==> src/sv/vpt_pkg.sv <==
// ----------------------------------------------------------------------------
// vpt_pkg
// shared types and constants of the vibration pulse timer
// ----------------------------------------------------------------------------
package vpt_pkg;

    localparam int MS_W    = 16;
    localparam int CNT_W   = 20;
    localparam int CMD_W   = 3;
    localparam int CFG_A_W = 8;
    localparam int CFG_D_W = 20;

    // command codes carried on the input channel
    typedef enum logic [CMD_W-1:0] {
        CMD_TICK    = 3'd0,
        CMD_ONESHOT = 3'd1,
        CMD_START   = 3'd2,
        CMD_STOP    = 3'd3,
        CMD_CLEAR   = 3'd4
    } t_cmd;

    // configuration register indexes
    localparam logic [CFG_A_W-1:0] REG_TIMEOUT  = 8'd0;
    localparam logic [CFG_A_W-1:0] REG_ON_TIME  = 8'd1;
    localparam logic [CFG_A_W-1:0] REG_OFF_TIME = 8'd2;
    localparam logic [CFG_A_W-1:0] REG_TARGET   = 8'd3;

    // register reset values
    localparam logic [MS_W-1:0]  TIMEOUT_RST  = 16'd15000;
    localparam logic [MS_W-1:0]  ON_TIME_RST  = 16'd2000;
    localparam logic [MS_W-1:0]  OFF_TIME_RST = 16'd1000;
    localparam logic [CNT_W-1:0] TARGET_RST   = 20'd120000;

endpackage

==> src/sv/vibration_pulse_timer_top.sv <==
// ----------------------------------------------------------------------------
// vibration_pulse_timer_top
// millisecond-tick motor drive timer with one-shot and endurance modes
// ----------------------------------------------------------------------------
// usage:
//   input channel (i_in_valid / o_in_ready) carries one command per transfer:
//   a 1 ms tick, a one-shot of i_duration_ms, endurance start, endurance stop
//   or clear count. every transfer produces exactly one result on the output
//   channel (o_out_valid / i_out_ready) showing the state after that command.
//   configuration port (i_cfg_valid / o_cfg_ready) writes timeout, on time,
//   off time and cycle target; always ready; user must write only while idle (unchecked).
// throughput:
//   one item per cycle is sustained while i_out_ready stays high; the state
//   registers and the output register are both loaded on the accepting edge.
// stall:
//   o_in_ready is high while the output register is empty or being taken,
//   so a stalled receiver holds the result and stops new input transfers.
// reset:
//   synchronous, active low; clears all timer state and the output valid,
//   and loads the register defaults (15000, 2000, 1000, 120000).
// ----------------------------------------------------------------------------
module vibration_pulse_timer_top (
    input  logic                         i_clk,
    input  logic                         i_rst_n,
    // command channel
    input  logic                         i_in_valid,
    output logic                         o_in_ready,
    input  logic [vpt_pkg::CMD_W-1:0]    i_command,
    input  logic [vpt_pkg::MS_W-1:0]     i_duration_ms,
    // result channel
    output logic                         o_out_valid,
    input  logic                         i_out_ready,
    output logic                         o_motor_on,
    output logic [vpt_pkg::MS_W-1:0]     o_remaining_ms,
    output logic                         o_endurance_running,
    output logic [vpt_pkg::CNT_W-1:0]    o_completed_cycles,
    // configuration write channel
    input  logic                         i_cfg_valid,
    output logic                         o_cfg_ready,
    input  logic [vpt_pkg::CFG_A_W-1:0]  i_cfg_index,
    input  logic [vpt_pkg::CFG_D_W-1:0]  i_cfg_data
);

    // configuration registers
    logic [vpt_pkg::MS_W-1:0]  r_timeout_ms;
    logic [vpt_pkg::MS_W-1:0]  r_on_time_ms;
    logic [vpt_pkg::MS_W-1:0]  r_off_time_ms;
    logic [vpt_pkg::CNT_W-1:0] r_cycle_target;

    // timer state
    logic [vpt_pkg::MS_W-1:0]  r_oneshot_left,  n_oneshot_left;
    logic                      r_oneshot_active, n_oneshot_active;
    logic                      r_run_active,    n_run_active;
    logic                      r_phase_is_on,   n_phase_is_on;
    logic [vpt_pkg::MS_W-1:0]  r_phase_left,    n_phase_left;
    logic [vpt_pkg::CNT_W-1:0] r_cycle_index,   n_cycle_index;
    logic [vpt_pkg::CNT_W-1:0] r_done_count,    n_done_count;

    // result register
    logic                      r_out_valid;
    logic                      r_motor_on;
    logic [vpt_pkg::MS_W-1:0]  r_remaining_ms;
    logic                      r_endurance_running;
    logic [vpt_pkg::CNT_W-1:0] r_completed_cycles;

    logic                      w_in_xfer;
    logic                      w_cfg_xfer;
    logic [vpt_pkg::MS_W-1:0]  w_dur_clamped;
    // first cycle number of a new run, one bit wider so a full count cannot wrap
    logic [vpt_pkg::CNT_W:0]   w_first;

    assign o_in_ready  = !r_out_valid || i_out_ready;
    assign o_cfg_ready = 1'b1;
    assign w_in_xfer   = i_in_valid && o_in_ready;
    assign w_cfg_xfer  = i_cfg_valid && o_cfg_ready;

    assign w_dur_clamped = (i_duration_ms > r_timeout_ms) ? r_timeout_ms : i_duration_ms;
    assign w_first       = {1'b0, r_done_count} + {{vpt_pkg::CNT_W{1'b0}}, 1'b1};

    // next state for the command being transferred
    always_comb begin
        n_oneshot_left   = r_oneshot_left;
        n_oneshot_active = r_oneshot_active;
        n_run_active     = r_run_active;
        n_phase_is_on    = r_phase_is_on;
        n_phase_left     = r_phase_left;
        n_cycle_index    = r_cycle_index;
        n_done_count     = r_done_count;

        case (vpt_pkg::t_cmd'(i_command))
            vpt_pkg::CMD_TICK: begin
                // one-shot countdown
                if (r_oneshot_active) begin
                    if (r_oneshot_left <= 16'd1) begin
                        n_oneshot_left   = '0;
                        n_oneshot_active = 1'b0;
                    end else begin
                        n_oneshot_left = r_oneshot_left - 16'd1;
                    end
                end
                // endurance phase countdown; a zero-length phase ends like a phase of one
                if (r_run_active) begin
                    if (r_phase_left > 16'd1) begin
                        n_phase_left = r_phase_left - 16'd1;
                    end else if (r_phase_is_on) begin
                        n_phase_is_on = 1'b0;
                        n_phase_left  = r_off_time_ms;
                    end else begin
                        // off phase done: cycle finished
                        n_done_count = r_cycle_index;
                        if (r_cycle_index >= r_cycle_target) begin
                            n_run_active = 1'b0;
                            n_phase_left = '0;
                        end else begin
                            n_cycle_index = r_cycle_index + 20'd1;
                            n_phase_is_on = 1'b1;
                            n_phase_left  = r_on_time_ms;
                        end
                    end
                end
            end
            vpt_pkg::CMD_ONESHOT: begin
                // zero duration (or zero timeout) turns the one-shot off
                n_oneshot_left   = w_dur_clamped;
                n_oneshot_active = (w_dur_clamped != '0);
            end
            vpt_pkg::CMD_START: begin
                // ignored while running or when the target is already reached
                if (!r_run_active && (w_first <= {1'b0, r_cycle_target})) begin
                    n_cycle_index = w_first[vpt_pkg::CNT_W-1:0];
                    n_run_active  = 1'b1;
                    n_phase_is_on = 1'b1;
                    n_phase_left  = r_on_time_ms;
                end
            end
            vpt_pkg::CMD_STOP: begin
                // while running: cycle in progress counts; motor forced off, one-shot cancelled
                if (r_run_active) begin
                    n_done_count     = r_cycle_index;
                    n_run_active     = 1'b0;
                    n_phase_is_on    = 1'b0;
                    n_phase_left     = '0;
                    n_oneshot_active = 1'b0;
                    n_oneshot_left   = '0;
                end
            end
            vpt_pkg::CMD_CLEAR: begin
                n_done_count = '0;
            end
            default: begin
                // undefined codes leave the state alone but still report
            end
        endcase
    end

    // configuration registers
    always_ff @(posedge i_clk) begin
        if (!i_rst_n) begin
            r_timeout_ms   <= vpt_pkg::TIMEOUT_RST;
            r_on_time_ms   <= vpt_pkg::ON_TIME_RST;
            r_off_time_ms  <= vpt_pkg::OFF_TIME_RST;
            r_cycle_target <= vpt_pkg::TARGET_RST;
        end else if (w_cfg_xfer) begin
            // writes past the last register are dropped
            if (i_cfg_index == vpt_pkg::REG_TIMEOUT) begin
                r_timeout_ms <= i_cfg_data[vpt_pkg::MS_W-1:0];
            end
            if (i_cfg_index == vpt_pkg::REG_ON_TIME) begin
                r_on_time_ms <= i_cfg_data[vpt_pkg::MS_W-1:0];
            end
            if (i_cfg_index == vpt_pkg::REG_OFF_TIME) begin
                r_off_time_ms <= i_cfg_data[vpt_pkg::MS_W-1:0];
            end
            if (i_cfg_index == vpt_pkg::REG_TARGET) begin
                r_cycle_target <= i_cfg_data[vpt_pkg::CNT_W-1:0];
            end
        end
    end

    // timer state, loaded on each input transfer
    always_ff @(posedge i_clk) begin
        if (!i_rst_n) begin
            r_oneshot_left   <= '0;
            r_oneshot_active <= 1'b0;
            r_run_active     <= 1'b0;
            r_phase_is_on    <= 1'b0;
            r_phase_left     <= '0;
            r_cycle_index    <= '0;
            r_done_count     <= '0;
        end else if (w_in_xfer) begin
            r_oneshot_left   <= n_oneshot_left;
            r_oneshot_active <= n_oneshot_active;
            r_run_active     <= n_run_active;
            r_phase_is_on    <= n_phase_is_on;
            r_phase_left     <= n_phase_left;
            r_cycle_index    <= n_cycle_index;
            r_done_count     <= n_done_count;
        end
    end

    // output register: valid handshake
    always_ff @(posedge i_clk) begin
        if (!i_rst_n) begin
            r_out_valid <= 1'b0;
        end else if (w_in_xfer) begin
            r_out_valid <= 1'b1;
        end else if (i_out_ready) begin
            r_out_valid <= 1'b0;
        end
    end

    // output register: payload reflects the state after the command
    always_ff @(posedge i_clk) begin
        if (w_in_xfer) begin
            r_motor_on          <= n_oneshot_active || (n_run_active && n_phase_is_on);
            r_remaining_ms      <= n_oneshot_active ? n_oneshot_left : '0;
            r_endurance_running <= n_run_active;
            r_completed_cycles  <= n_done_count;
        end
    end

    assign o_out_valid         = r_out_valid;
    assign o_motor_on          = r_motor_on;
    assign o_remaining_ms      = r_remaining_ms;
    assign o_endurance_running = r_endurance_running;
    assign o_completed_cycles  = r_completed_cycles;

endmodule

==> config.mk <==
export PLATFORM = sky130hd
export DESIGN_NAME = vibration_pulse_timer_top
export DESIGN_NICKNAME = d
export VERILOG_FILES = /design/src/sv/vpt_pkg.sv /design/src/sv/vibration_pulse_timer_top.sv
export SDC_FILE = /design/constraint.sdc
export NUM_CORES = 1
export LEC_CHECK = 0
export ABC_AREA = 1
export BUFFER_PORTS_ARGS = -buffer_cell sky130_fd_sc_hd__buf_2
export CORE_ASPECT_RATIO = 0.8
export CORE_MARGIN = 2
export CORE_UTILIZATION = 40
export DETAILED_ROUTE_END_ITERATION = 16
export SYNTH_ARGS = -nofsm -noshare
export SYNTH_HDL_FRONTEND = slang
export SYNTH_SLANG_ARGS = --single-unit
==> constraint.sdc <==
create_clock -name i_clk -period 4.1 [get_ports i_clk]
set_input_delay 0.41 -clock i_clk [delete_from_list [all_inputs] [get_ports i_clk]]
set_output_delay 0.41 -clock i_clk [all_outputs]
set_load 0.01 [all_outputs]
==> run summary <==
Placed cell count = 2,102
Proportion of synthesized area in mux cells = 0
Clock power share = 0.379
Worst Setup Start Kind = flip-flop
Starting DRT DRC Count = 843
Die height = 156 microns
Primary FF master, synth = dfxtp_1
Max-slew headroom = 0.388
Register Area = 0.00402 sq mm
Status = finished, final reports clean
Worst Path Required = 4.44 ns
Seq/Total Area, Yosys = 0.348
Post-synth EDFFs = 38
R2R setup slack = 0.22 ns
Vias/cell = 5.29
CTS tree = built
Largest net degree at the start of global routing = 85
Num rows = 55
Post-route DRC = 0
Post-synthesis register bit count = 182
GR Util All Layers = 0.228
Vias in the first global route = 10.3k
Ports = 93
Crit path capture type = flip-flop
Pre-Repair DR Iteration Count = 5
Mean routed wirelength per cell = 16.1 microns
Syn avg cell area = 6.81 sq um
Synth Area in Compound Gates = 0.183
Die area = 0.0303 sq mm
Warnings from Yosys = 0
Initial Util = 0.408
Syn_nets = 1,813
Fin cells = 2,136
Most frequent cells in the layout = nand2_1 (390), inv_1 (211), nor2_1 (176)
Synth top area share = 0.249
WL final = 34.5 mm
Internal Dissipation = 3.21 mW
Clock insertion delay at the later pin of the skew report = 0.44 ns
DPL Wire Length = 25.2 mm
Initial antenna violation count = 0
Cts bufs inserted = 17
H-tree depth = 4
Synth top area cells = dfxtp_1 (25%), nand2_1 (13%), edfxtp_1 (9.9%)
N_diodes = 0
Post-Synth XOR/XNOR Area = 0.0333
Sw Ratio = 0.313
Achievable Freq = 257 MHz
TritonCTS Sinks = 182
Pre-CTS setup slack = -0.110 ns
Worst Hold Class = in -> reg
CP max FO = 28
Clock Path Buffers = 2
PD cells = 360 mW/mm^2
Synth area leader = dfxtp_1
Post-Synth Adder-Cell Area = 0.0670
DR vias = 11.3k
Synth Area in Simple Gates = 0.269
Gr ovfl total = 0
Crit path time final = 3.88 ns
Setup CP Type = reg -> reg
Leakage = 6.22 nW
Setup ws final = 0.216 ns
Net Sw Power = 1.46 mW
Largest family of logic cells by synthesized area = simple AND/OR/NAND/NOR gates
Post-Synthesis Cell Area = 0.0116 sq mm
Fin Setup TNS = 0 ns
VDD IR max = 0.305 mV
Ratio of final minimum period to clock period = 0.947
CTS root buf = clkbuf_16
Fin. Hold Viols = 0
Layout Utilization = 0.458
Horiz. Die Dim = 194 microns
P&R area growth vs syn = 12.2%
Logic pwr share = 0.195
Core area = 0.0284 sq mm
Hold-fix buffers, CTS = 0
Final setup fails = 0
Post-Syn Instances = 1,699
CTS clk-pin slew, worst paths = 0.08 ns
Max_cap viols = 0
Share of layout cells above drive strength 1 = 0.0963
IO buf count = 91
Max-slew violation count = 0
Final Net Count = 1,867
Worst-case clock skew = 0.0157 ns
Worst EP arrival = 4.22 ns
Multi-input logic area = 0.00643 sq mm
Asr flop ratio synth = 0
Flop pwr share = 0.426
Routed Antenna Nets = 0
Actual slew at the worst max-slew pin = 0.917 ns
RSZ-0062 raised after global routing = true
First-pass GRT wire length = 55.4 mm
Most common cell after layout, fill and taps aside = nand2_1
Netlist cell types = 46
Layout fillers = 2,931
Final Power = 4.68 mW
Placer Congestion = 0.905
==> critical path: stages (launching register included) <==
cell and delay (ns):
dfxtp_1 0.37, ha_1 0.19, nand2_1 0.07, nor2_2 0.15, inv_1 0.06, nor2_1 0.11, nand3_1 0.10, nor3_1 0.15
buf_4 0.15, nand2_1 0.08, xor2_1 0.20, ha_1 0.34, nand4_1 0.26, nor4b_4 0.40, nand4_1 0.13, nand2_1 0.12
nand2_2 0.07, nand2_4 0.16, nand3_4 0.32, a21oi_1 0.25, nor2_1 0.06
==> registers in the layout (all words and copies together) (netlist names), 20 cells and up <==
| register | count |
|---|---|
| r_done_count | 20 |
| r_cycle_target | 20 |
| o_completed_cycles | 20 |
| r_cycle_index | 20 |
==> power groups by stage <==
stage / clock network [mW] / logic (mW) / registers [mW]
6_report: 1.77 / 0.913 / 1.99
5_1_grt: 1.88 / 1.03 / 2.00
4_1_cts: 1.81 / 0.901 / 1.99
3_5_place_dp: 0 / 0.895 / 2.03
3_3_place_gp: 0 / 0.884 / 2.03
2_1_floorplan: 0 / 0.618 / 2.02
==> stage by stage <==
| stage | cell area (sq um) | hold slack (ns) |
|---|---|---|
| 3_3_place_gp | 12300 | 0.440 |
| 5_1_grt | 13000 | 0.258 |
| 3_5_place_dp | 12300 | 0.446 |
| 4_1_cts | 13000 | 0.217 |
| 6_report | 13000 | 0.228 |
| 2_1_floorplan | 11600 | 0.424 |
==> metal layers <==
layer  share of wire  wire [microns]  global-route usage  vias to the layer above
met4           0.017             602              0.0617                        0
met5               0               0                   0                        -
li1                -               -                   -                     5728
met2            0.43           14700               0.349                      316
met3           0.057            1980              0.0311                       38
met1            0.50           17200               0.337                     5227
==> area by class of cell <==
cell class | instances | share of cell area
timing repair buffer | 114 | 0.0486
multi-input combinational | 1223 | 0.495
inverter | 215 | 0.0621
clock buffer | 23 | 0.0410
tap | 370 | 0.0356
sequential | 182 | 0.310
clock inverter | 9 | 0.00752
==> cell families (layout without fill, tap and decap cells) <==
family                   Yosys count  after routing
AND/OR/NAND/NOR                  738            739
buffers and inverters            295            361
XOR/XNOR                          44             44
adder cells (fa/ha/maj)           62             62
flip-flops                       182            182
other                              1              1
AO/OA/AOI/OAI                    377            377
==> Yosys cell counts (34+ instances only) <==
cell,number
a21oi_1,145
clkbuf_1,59
dfxtp_1,144
edfxtp_1,38
ha_1,62
inv_1,212
nand2_1,390
nand3_1,76
nand4_1,34
nor2_1,178
o211ai_1,66
o21ai_0,136
xor2_1,43
==> path summary, 6_finish.rpt <==
check,end,from,depth (start not counted)
setup reg to reg,r_cycle_index[19]$_SDFFE_PN0P_,r_done_count[0]$_SDFFE_PN0P_,20
setup / recovery,r_cycle_index[19]$_SDFFE_PN0P_,r_done_count[0]$_SDFFE_PN0P_,20
hold / removal,r_cycle_target[16]$_SDFFE_PN1P_,i_cfg_data[16],3
hold reg to reg,r_off_time_ms[4]$_SDFFE_PN0P_,r_off_time_ms[4]$_SDFFE_PN0P_,2
==> what timing repair did <==
item	in CTS	in global routing
setup endpoints to repair	35	36
buffers inserted	0	1
gates cloned	0	1
resized for setup	1	2
(Power assumes the default switching activity.)
